## config.mk

```make
export PLATFORM = sky130hd
export DESIGN_NAME = length_prefixed_frame_deframer_flat
export DESIGN_NICKNAME = d
export VERILOG_FILES = /design/src/rtl/lpfd_pkg.sv /design/src/rtl/lpfd_in_if.sv /design/src/rtl/lpfd_out_if.sv /design/src/rtl/lpfd_hdr_check.sv /design/src/rtl/length_prefixed_frame_deframer.sv /design/src/flat_wrapper.sv
export SDC_FILE = /design/constraint.sdc
export NUM_CORES = 1
export LEC_CHECK = 0
export ABC_AREA = 1
export BUFFER_PORTS_ARGS = -buffer_cell sky130_fd_sc_hd__clkbuf_2
export CELL_PAD_IN_SITES_DETAIL_PLACEMENT = 1
export CELL_PAD_IN_SITES_GLOBAL_PLACEMENT = 1
export CORE_MARGIN = 8
export CORE_UTILIZATION = 51
export DETAILED_ROUTE_END_ITERATION = 7
export GPL_TIMING_DRIVEN = 0
export PLACE_DENSITY = 0.89
export SLEW_MARGIN = 20
export SYNTH_ARGS = -nofsm -noshare
export SYNTH_HDL_FRONTEND = slang
export SYNTH_HIERARCHICAL = 1
export SYNTH_SLANG_ARGS = --single-unit
```

## constraint.sdc

```tcl
create_clock -name clk -period 19.85 [get_ports clk]
set_input_delay 5.955 -clock clk [delete_from_list [all_inputs] [get_ports clk]]
set_output_delay 5.955 -clock clk [all_outputs]
set_load 0.01 [all_outputs]
```

## src/rtl/lpfd_pkg.sv

```systemverilog
`default_nettype none
package lpfd_pkg;

	localparam int unsigned HDR_BYTES   = 16;
	localparam int unsigned STORE_BYTES = HDR_BYTES - 1;
	localparam int unsigned STORE_BITS  = 8 * STORE_BYTES;
	localparam int unsigned HDR_BITS    = 8 * HDR_BYTES;

	// 'P' 'M' 'T' '2'
	localparam logic [31:0] MAGIC = {8'h50, 8'h4D, 8'h54, 8'h32};

	localparam logic [2:0] REG_EXPECTED_VERSION = 3'd0;
	localparam logic [2:0] REG_PAYLOAD_LIMIT    = 3'd1;
	localparam logic [2:0] REG_RESPONSE_BIT     = 3'd2;
	localparam logic [2:0] REG_ERROR_BIT        = 3'd3;
	localparam logic [2:0] REG_STREAM_BIT       = 3'd4;
	localparam logic [2:0] REG_MORE_BIT         = 3'd5;

	localparam logic [7:0]  RST_EXPECTED_VERSION = 8'd2;
	localparam logic [31:0] RST_PAYLOAD_LIMIT    = 32'd16777216;
	localparam logic [7:0]  RST_RESPONSE_BIT     = 8'd1;
	localparam logic [7:0]  RST_ERROR_BIT        = 8'd2;
	localparam logic [7:0]  RST_STREAM_BIT       = 8'd4;
	localparam logic [7:0]  RST_MORE_BIT         = 8'd8;

	typedef enum logic [1:0] {
		KIND_HEADER  = 2'd0,
		KIND_PAYLOAD = 2'd1,
		KIND_ERROR   = 2'd2
	} kind_t;

	typedef enum logic [1:0] {
		ERR_MAGIC   = 2'd0,
		ERR_VERSION = 2'd1,
		ERR_FLAGS   = 2'd2,
		ERR_LENGTH  = 2'd3
	} err_t;

	typedef struct packed {
		logic [7:0]  expected_version;
		logic [31:0] payload_limit;
		logic [7:0]  response_bit;
		logic [7:0]  error_bit;
		logic [7:0]  stream_bit;
		logic [7:0]  more_bit;
	} cfg_t;

	typedef struct packed {
		logic        fail;
		err_t        code;
		logic [7:0]  flags;
		logic [15:0] msg_type;
		logic [31:0] req_id;
		logic [31:0] length;
	} chk_t;

	typedef struct packed {
		kind_t       item_kind;
		logic [7:0]  msg_flags;
		logic [15:0] msg_type;
		logic [31:0] req_id;
		logic [31:0] payload_length;
		logic [7:0]  payload_byte;
		logic        last_of_message;
		err_t        error_code;
	} result_t;

endpackage
`default_nettype wire

```

## src/rtl/lpfd_in_if.sv

```systemverilog
`default_nettype none
interface lpfd_in_if;
	logic       valid;
	logic       ready;
	logic [7:0] data_byte;

	modport source (output valid, output data_byte, input ready);
	modport sink   (input valid, input data_byte, output ready);
endinterface
`default_nettype wire

```

## src/rtl/lpfd_out_if.sv

```systemverilog
`default_nettype none
interface lpfd_out_if;
	logic        valid;
	logic        ready;
	logic [1:0]  item_kind;
	logic [7:0]  msg_flags;
	logic [15:0] msg_type;
	logic [31:0] req_id;
	logic [31:0] payload_length;
	logic [7:0]  payload_byte;
	logic        last_of_message;
	logic [1:0]  error_code;

	modport source (
		output valid, output item_kind, output msg_flags, output msg_type,
		output req_id, output payload_length, output payload_byte,
		output last_of_message, output error_code, input ready
	);
	modport sink (
		input valid, input item_kind, input msg_flags, input msg_type,
		input req_id, input payload_length, input payload_byte,
		input last_of_message, input error_code, output ready
	);
endinterface
`default_nettype wire

```

## src/rtl/lpfd_hdr_check.sv

```systemverilog
`default_nettype none
// Header field split and validity checks, first failing check wins.
module lpfd_hdr_check (
	input  wire logic [lpfd_pkg::HDR_BITS-1:0] hdr,
	input  wire lpfd_pkg::cfg_t                cfg,
	output lpfd_pkg::chk_t                     chk
);
	logic [31:0] magic;
	logic [7:0]  version;
	logic [7:0]  flags;
	logic [7:0]  allowed;
	logic        flags_bad;

	assign magic   = hdr[127:96];
	assign version = hdr[95:88];
	assign flags   = hdr[87:80];
	assign allowed = cfg.response_bit | cfg.error_bit | cfg.stream_bit | cfg.more_bit;

	assign flags_bad = (|(flags & ~allowed))
		|| ((|(flags & cfg.error_bit)) && !(|(flags & cfg.response_bit)))
		|| ((|(flags & cfg.more_bit)) && !(|(flags & cfg.stream_bit)));

	always_comb begin
		chk.flags      = flags;
		chk.msg_type   = hdr[79:64];
		chk.req_id     = hdr[63:32];
		chk.length     = hdr[31:0];
		chk.fail       = 1'b1;
		if (magic != lpfd_pkg::MAGIC) begin
			chk.code = lpfd_pkg::ERR_MAGIC;
		end else if (version != cfg.expected_version) begin
			chk.code = lpfd_pkg::ERR_VERSION;
		end else if (flags_bad) begin
			chk.code = lpfd_pkg::ERR_FLAGS;
		end else if (hdr[31:0] > cfg.payload_limit) begin
			chk.code = lpfd_pkg::ERR_LENGTH;
		end else begin
			chk.code = lpfd_pkg::ERR_MAGIC;
			chk.fail = 1'b0;
		end
	end
endmodule
`default_nettype wire

```

## src/rtl/length_prefixed_frame_deframer.sv

```systemverilog
// Each result word is registered (main or skid register) before it appears on dout.
// Throughput: one input word per cycle; a two-deep output register (main + skid)
// keeps din.ready high while one result waits, so only a sustained dout stall stops input.
// Header bytes 1..15 are only stored; the header check runs in the cycle of byte 16.
// Reset (arst_n low, asynchronous): control and config registers reset, deframer
// re-enters header phase, output empties; after an error nothing is output until reset.
`default_nettype none
module length_prefixed_frame_deframer (
	input  wire logic         clk,
	input  wire logic         arst_n,
	input  wire logic         cfg_wen,
	input  wire logic [2:0]   cfg_index,
	input  wire logic [31:0]  cfg_wdata,
	lpfd_in_if.sink           din,
	lpfd_out_if.source        dout
);
	typedef enum logic [1:0] {
		PH_HEADER,
		PH_PAYLOAD,
		PH_BLOCKED
	} phase_t;

	phase_t                            phase_q;
	logic [3:0]                        count_q;
	logic [31:0]                       left_q;
	logic [lpfd_pkg::STORE_BITS-1:0]   store_q;
	lpfd_pkg::cfg_t                    cfg_q;

	logic              out_v_q, skid_v_q;
	lpfd_pkg::result_t out_q, skid_q;

	logic              in_fire;
	logic              res_v;
	lpfd_pkg::result_t res;
	lpfd_pkg::chk_t    chk;
	logic              hdr_done;

	assign in_fire  = din.valid && din.ready;
	assign din.ready = !skid_v_q;
	assign hdr_done = (phase_q == PH_HEADER)
		&& (count_q == 4'(lpfd_pkg::STORE_BYTES));

	lpfd_hdr_check u_check (
		.hdr ({store_q, din.data_byte}),
		.cfg (cfg_q),
		.chk (chk)
	);

	always_comb begin
		res       = '0;
		res_v     = 1'b0;
		case (phase_q)
			PH_PAYLOAD: begin
				res_v                = 1'b1;
				res.item_kind        = lpfd_pkg::KIND_PAYLOAD;
				res.payload_byte     = din.data_byte;
				res.last_of_message  = (left_q <= 32'd1);
			end
			PH_HEADER: begin
				if (hdr_done) begin
					res_v = 1'b1;
					if (chk.fail) begin
						res.item_kind  = lpfd_pkg::KIND_ERROR;
						res.error_code = chk.code;
					end else begin
						res.item_kind       = lpfd_pkg::KIND_HEADER;
						res.msg_flags       = chk.flags;
						res.msg_type        = chk.msg_type;
						res.req_id          = chk.req_id;
						res.payload_length  = chk.length;
						res.last_of_message = (chk.length == 32'd0);
					end
				end
			end
			default: begin
				res_v = 1'b0;
			end
		endcase
	end

	always_ff @(posedge clk or negedge arst_n) begin
		if (!arst_n) begin
			phase_q  <= PH_HEADER;
			count_q  <= '0;
			left_q   <= '0;
			out_v_q  <= 1'b0;
			skid_v_q <= 1'b0;
			cfg_q.expected_version <= lpfd_pkg::RST_EXPECTED_VERSION;
			cfg_q.payload_limit    <= lpfd_pkg::RST_PAYLOAD_LIMIT;
			cfg_q.response_bit     <= lpfd_pkg::RST_RESPONSE_BIT;
			cfg_q.error_bit        <= lpfd_pkg::RST_ERROR_BIT;
			cfg_q.stream_bit       <= lpfd_pkg::RST_STREAM_BIT;
			cfg_q.more_bit         <= lpfd_pkg::RST_MORE_BIT;
		end else begin
			if (cfg_wen) begin
				case (cfg_index)
					lpfd_pkg::REG_EXPECTED_VERSION: cfg_q.expected_version <= cfg_wdata[7:0];
					lpfd_pkg::REG_PAYLOAD_LIMIT:    cfg_q.payload_limit    <= cfg_wdata;
					lpfd_pkg::REG_RESPONSE_BIT:     cfg_q.response_bit     <= cfg_wdata[7:0];
					lpfd_pkg::REG_ERROR_BIT:        cfg_q.error_bit        <= cfg_wdata[7:0];
					lpfd_pkg::REG_STREAM_BIT:       cfg_q.stream_bit       <= cfg_wdata[7:0];
					lpfd_pkg::REG_MORE_BIT:         cfg_q.more_bit         <= cfg_wdata[7:0];
					default: ;
				endcase
			end

			if (in_fire) begin
				case (phase_q)
					PH_PAYLOAD: begin
						if (left_q <= 32'd1) begin
							left_q  <= '0;
							phase_q <= PH_HEADER;
							count_q <= '0;
						end else begin
							left_q <= left_q - 32'd1;
						end
					end
					PH_HEADER: begin
						if (hdr_done) begin
							count_q <= '0;
							if (chk.fail) begin
								phase_q <= PH_BLOCKED;
							end else if (chk.length != 32'd0) begin
								left_q  <= chk.length;
								phase_q <= PH_PAYLOAD;
							end
						end else begin
							count_q <= count_q + 4'd1;
						end
					end
					default: ;
				endcase
			end

			// output queue: main register plus one skid entry
			if (out_v_q && !dout.ready) begin
				if (in_fire && res_v) begin
					skid_v_q <= 1'b1;
				end
			end else if (skid_v_q) begin
				out_v_q  <= 1'b1;
				skid_v_q <= 1'b0;
			end else begin
				out_v_q <= in_fire && res_v;
			end
		end
	end

	// header store and result data: no reset needed
	always_ff @(posedge clk) begin
		if (in_fire && (phase_q == PH_HEADER) && !hdr_done) begin
			store_q <= {store_q[lpfd_pkg::STORE_BITS-9:0], din.data_byte};
		end
		if (out_v_q && !dout.ready) begin
			if (in_fire && res_v) begin
				skid_q <= res;
			end
		end else if (skid_v_q) begin
			out_q <= skid_q;
		end else begin
			out_q <= res;
		end
	end

	assign dout.valid           = out_v_q;
	assign dout.item_kind       = out_q.item_kind;
	assign dout.msg_flags       = out_q.msg_flags;
	assign dout.msg_type        = out_q.msg_type;
	assign dout.req_id          = out_q.req_id;
	assign dout.payload_length  = out_q.payload_length;
	assign dout.payload_byte    = out_q.payload_byte;
	assign dout.last_of_message = out_q.last_of_message;
	assign dout.error_code      = out_q.error_code;
endmodule
`default_nettype wire

```

## src/flat_wrapper.sv

```systemverilog
// flat-port wrapper written by rule: the top's interface ports become plain ports
module length_prefixed_frame_deframer_flat 
  (clk, arst_n, cfg_wen, cfg_index, cfg_wdata, din_valid, din_data_byte, din_ready, dout_valid, dout_item_kind, dout_msg_flags, dout_msg_type, dout_req_id, dout_payload_length, dout_payload_byte, dout_last_of_message, dout_error_code, dout_ready);
  lpfd_in_if din_i ();
  lpfd_out_if dout_i ();
  input  wire logic clk;
  input  wire logic arst_n;
  input  wire logic cfg_wen;
  input  wire logic [2:0] cfg_index;
  input  wire logic [31:0] cfg_wdata;
  input wire logic [$bits(din_i.valid)-1:0] din_valid;
  input wire logic [$bits(din_i.data_byte)-1:0] din_data_byte;
  output wire logic [$bits(din_i.ready)-1:0] din_ready;
  output wire logic [$bits(dout_i.valid)-1:0] dout_valid;
  output wire logic [$bits(dout_i.item_kind)-1:0] dout_item_kind;
  output wire logic [$bits(dout_i.msg_flags)-1:0] dout_msg_flags;
  output wire logic [$bits(dout_i.msg_type)-1:0] dout_msg_type;
  output wire logic [$bits(dout_i.req_id)-1:0] dout_req_id;
  output wire logic [$bits(dout_i.payload_length)-1:0] dout_payload_length;
  output wire logic [$bits(dout_i.payload_byte)-1:0] dout_payload_byte;
  output wire logic [$bits(dout_i.last_of_message)-1:0] dout_last_of_message;
  output wire logic [$bits(dout_i.error_code)-1:0] dout_error_code;
  input wire logic [$bits(dout_i.ready)-1:0] dout_ready;
  assign din_i.valid = din_valid;
  assign din_i.data_byte = din_data_byte;
  assign din_ready = din_i.ready;
  assign dout_valid = dout_i.valid;
  assign dout_item_kind = dout_i.item_kind;
  assign dout_msg_flags = dout_i.msg_flags;
  assign dout_msg_type = dout_i.msg_type;
  assign dout_req_id = dout_i.req_id;
  assign dout_payload_length = dout_i.payload_length;
  assign dout_payload_byte = dout_i.payload_byte;
  assign dout_last_of_message = dout_i.last_of_message;
  assign dout_error_code = dout_i.error_code;
  assign dout_i.ready = dout_ready;
  length_prefixed_frame_deframer u_core (.clk(clk), .arst_n(arst_n), .cfg_wen(cfg_wen), .cfg_index(cfg_index), .cfg_wdata(cfg_wdata), .din(din_i), .dout(dout_i));
endmodule
```

**After elaboration in Yosys (flattened, before gate mapping)**

Cells that the tools add are included.

- Flip-flop bits (word level): 434
- Memories kept: 0
- Logic and storage cells: 129
- Input port bits: 48
- Output and inout bits: 103
- Bits in writable memories: 0
- ROM bits: 0
- Latch bits: 0

- Reduce and logical (&&, ||, !) cells: 35
- Shift-type cells: 0
- Bitwise logic cells: 9
- Multiply operators: 0
- Order comparisons: 2
- Multiplexer cells: 38
- Equal/unequal tests: 15
- $add $sub $neg: 2
- Div/mod/pow operators: 0

Operators by type and width:

| cell | number |
|---|---|
| $mux 88 | 2 |
| $mux 32 | 4 |
| $mux 101 | 1 |
| $mux 90 | 1 |
| $pmux 32 s2 | 1 |
| $and 8x8->8 | 5 |
| $reduce_or 8->1 | 5 |
| $gt 32x32->1 | 1 |
| $le 32x1->1 const B | 1 |
| $logic_not 32->1 | 1 |
| $ne 32x31->1 const B | 1 |
| $reduce_bool 32->1 | 1 |
| $sub 32x1->32 const B | 1 |
| $or 8x8->8 | 3 |
| $mux 2 | 11 |
| $reduce_and 2->1 | 7 |
| $reduce_and 5->1 | 2 |
| $mux 1 | 9 |
| $logic_and 1x1->1 | 8 |
| $mux 4 | 2 |
| $mux 8 | 1 |
| $ne 8x8->1 | 1 |
| $not 8->8 | 1 |
| $pmux 2 s2 | 2 |
| other kinds (18) | 29 |

**Logic depth before layout (Yosys ltp)**

- Depth in word-level cells: 15
- Gate-level depth with buffers: 23
- Depth with buffers taken out: 21

**Cells and area by module**

Netlist, hierarchy kept.

By module, submodules not included:

| module | cells each | instances | area an instance (um^2) | sequential area each (um^2) |
|---|---|---|---|---|
| length_prefixed_frame_deframer | 1581 | 1 | 17344.1 | 12479.5 |
| lpfd_hdr_check | 362 | 1 | 2129.5 | 0.0 |

**Least setup slack after synthesis**

OpenSTA, ideal clock, no wires.

- Path kind: input -> register
- Start point: in din_valid
- End point: reg u_core/store_q[0] in the netlist's numbering, enable pin
- Required time: 19.102 ns
- Stages on the path: 2
- Slack: 4.903 ns
- Library setup time: 0.748 ns
- Arrival time: 14.198 ns
- Buffers on the path: 0
- Path through: nand2_1 > nor3_1

- Longest elaborated chain between the ends: 3

RTL lines:

| item | line | text |
|---|---|---|
| start: declaration | flat_wrapper.sv:11 | `input wire logic [$bits(din_i.valid)-1:0] din_valid;` |
| $logic_and 1x1->1 | length_prefixed_frame_deframer.sv:38 | `assign in_fire = din.valid && din.ready;` |
| $logic_and 1x1->1 (2 in series) | length_prefixed_frame_deframer.sv:151 | `if (in_fire && (phase_q == PH_HEADER) && !hdr_done) begin` |
| end signal: assignment | length_prefixed_frame_deframer.sv:152 | `store_q <= {store_q[lpfd_pkg::STORE_BITS-9:0], din.data_byte};` |
| end: declaration | length_prefixed_frame_deframer.sv:26 | `logic [lpfd_pkg::STORE_BITS-1:0] store_q;` |

No other way between the ends.
A chain may end at the register's enable or synchronous reset.

==> run metrics <==
status=completed; Initial DRT Pass Iterations=5; synth unique cells=38; endpoints failing hold=0; Synth Register Bits=434; worst hold slack=0.451 ns; Final Util=60.0%; Vias per Instance=5.41; Clock Tree Buf Depth=3; crit path from=din_data_byte[1]; Post-Syn Nets=2,026; period utilization=45.2%; routability cong.=0.911; Final Power=0.00292 W; hold_sp=u_core/store_q[96]$_DFFE_PP_; wirelength, routed=59,000 um; TritonCTS Buffers=45; DRC viols=0; Max Cap Violations=0; CTS tree=yes; Worst VDD drop=77.3 uV; Setup Buffers After CTS=0; Die Ht=211 um; drt wl/cell=21.8 um; chip width=211 um; Tightest Pin Transition=0.863 ns; Cell Count, Final, Fillers Out=2,704; slew margin rel.=42.1%; row count=71; sequential share of the synthesized area=64.1%; Top-Level Pins=151; HPWL after DPL=43,000 um; final net count=2,241; Crit Reg-Reg Startpoint=u_core/store_q[19]$_DFFE_PP_; Worst Skew=0.0179 ns; Synth Flop Type=edfxtp_1; Slew Limit Fails=0; HP Class=register to register; Final ANT Viol Nets=0; via count=14,600; CTS H-tree depth=2; clock sinks=434; ANT cells=0; number of global-route vias before repair=16,100; clk_lat worst skew=0.59 ns; Critical Path RT=20.31 ns; Placed Cells=2,622; first-pass GRT wire length=90,500 um; clock transition at the registers of the reported paths=0.06 ns; IO Port Bufs=150; Initial Utilization=51.7%; root buf cell=clkbuf_16; largest net degree at the start of global routing=72; grt ovf=0; GRT Resource Usage Total=26.3%; CP Class=primary input to register; yosys warns=6; sum of negative setup slack=0 ns; RSZ-0062 raised after global routing=false; mapped cell area=19,500 sq um; FFs w/ async S/R, synth=25.8%; final setup fails=0; P per Cell Area=129 nW/um^2; startpoint types=primary input; Area Overhead vs Synth=16.0%; Final min period=8.97 ns; Syn Area/Cell=10.0 sq um; fmax=111 MHz; initial antenna violation count=0; CP Capture Type=register; Core Footprint=37,700 sq um; Hold-fix buffers, CTS=0; post-synthesis cell count=1,943; number of synthesized flops with an enable pin=322; largest driver fanout on the critical path=9; post_cts resized=0; Die Area=44,700 sq um; layout cells sized above 1=17.7%; leakage power=10.1 nW; critical path arrival=9.43 ns; DRT iter0 DRCs=1,047
synth_stat cells, types with 3 or more instances:
library cell  number  area, sq um
nand2_1          656         2460
edfxtp_1         322         9670
buf_2              8         40.0
o21bai_1           3         22.5
inv_2              5         18.8
nor2_2             3         18.8
clkbuf_1          42          158
nor3_1            16         80.1
dfstp_2            6          158
nor2_1           272         1020
nand4_1           24          150
xnor2_1            8         70.1
o21ai_0           61          305
a21oi_1           30          150
xor2_1            11         96.3
buf_4             90          676
nand3b_1           4         30.0
ha_1              35          438
buf_1              6         22.5
o21ai_1            6         30.0
dfrtp_1          106         2650
mux2_2            24          270
or2_2              6         37.5
nand3_1           53          265
inv_1            128          480
state kept, by name (all words and copies together) (netlist names), 2 cells and up:
register and cells:
u_core/dout.item_kind 2, u_core/skid_q 101, u_core/left_q 32, u_core/dout.error_code 2, u_core/dout.payload_byte 8, u_core/dout.req_id 32
u_core/cfg_q 72, u_core/dout.msg_flags 8, u_core/dout.msg_type 16, u_core/dout.payload_length 32, u_core/count_q 4, u_core/phase_q 2
u_core/store_q 120
worst max-delay path: stages:
cell      delay, ns
clkbuf_2       0.19
ha_1           0.37
nand2_1        0.08
nand2_1        0.05
nand2_1        0.05
nand2_1        0.06
nand2_1        0.06
nand2_1        0.04
nand2_1        0.05
nand2_1        0.05
nand2_1        0.05
nand2_1        0.09
a21boi_1       0.32
nand2_1        0.09
clkbuf_1       0.29
nor2_1         0.42
nand2_1        0.45
nor3_1         0.53
nand2_1        0.14
nand2_1        0.09
layout make-up:
class	instances	area, sq um
clock inverters	16	159
multi-input cells	1226	5590
well taps	511	639
flip-flops and latches	434	12500
inverters	135	508
repair buffers	168	1020
clock buffers	66	1290
plain buffers	148	918
fillers	4165	15100
metrics by stage:
step,cell area [sq um],setup slack [ns]
floorplan,19500,4.90
global placement,20900,1.88
detailed placement,21200,10.48
CTS,22600,10.96
global route,22600,10.68
finish,22600,10.88
kinds of logic (layout without fill, tap and decap cells):
group                    count (synthesis)  count (layout)  synth area share [%]
buffers and inverters                  283             533                  7.32
adder cells (fa/ha/maj)                 35              35                  2.25
AND/OR/NAND/NOR                       1043            1043                  21.3
AO/OA/AOI/OAI                          105             105                  2.81
flip-flops                             434             434                  64.1
multiplexers                            24              24                  1.39
XOR/XNOR                                19              19                 0.855
layout by cell type, fill, tap and decap left out, types with 11 or more instances in the layout:
cell	instances
a21oi_1	30
buf_4	99
clkbuf_1	56
clkbuf_16	46
clkbuf_2	149
dfrtp_1	106
edfxtp_1	322
ha_1	35
inv_1	128
mux2_2	24
nand2_1	655
nand3_1	53
nand4_1	24
nor2_1	271
nor3_1	15
o21ai_0	61
xor2_1	11
power by group:
group          internal, W  switching [W]  total (W)
combinational     0.000293       0.000561   0.000854
sequential         0.00112       0.000112    0.00123
clock             0.000478       0.000356   0.000834
total              0.00189        0.00103    0.00292
metal layers:
metal	routed length, um	global-route usage, %
met1	22000	29.2
met2	30800	48.4
met3	3570	5.29
met4	2600	11.8
met5	0	0
final timing paths:
kind                                                            end  slack [ns]  cells after the start
setup / recovery           u_core/dout.payload_length[28]$_DFFE_PN_       10.88                     20
hold / removal                        u_core/store_q[104]$_DFFE_PP_        0.45                      0
setup reg to reg           u_core/dout.payload_length[28]$_DFFE_PN_       15.59                     14
hold reg to reg                       u_core/store_q[104]$_DFFE_PP_        0.45                      0
max in group asynchronous              u_core/cfg_q[65]$_DFFE_PN1P_       13.84                      2
min in group asynchronous              u_core/cfg_q[43]$_DFFE_PN0P_        5.31                      1
(Power assumes the default switching activity.)
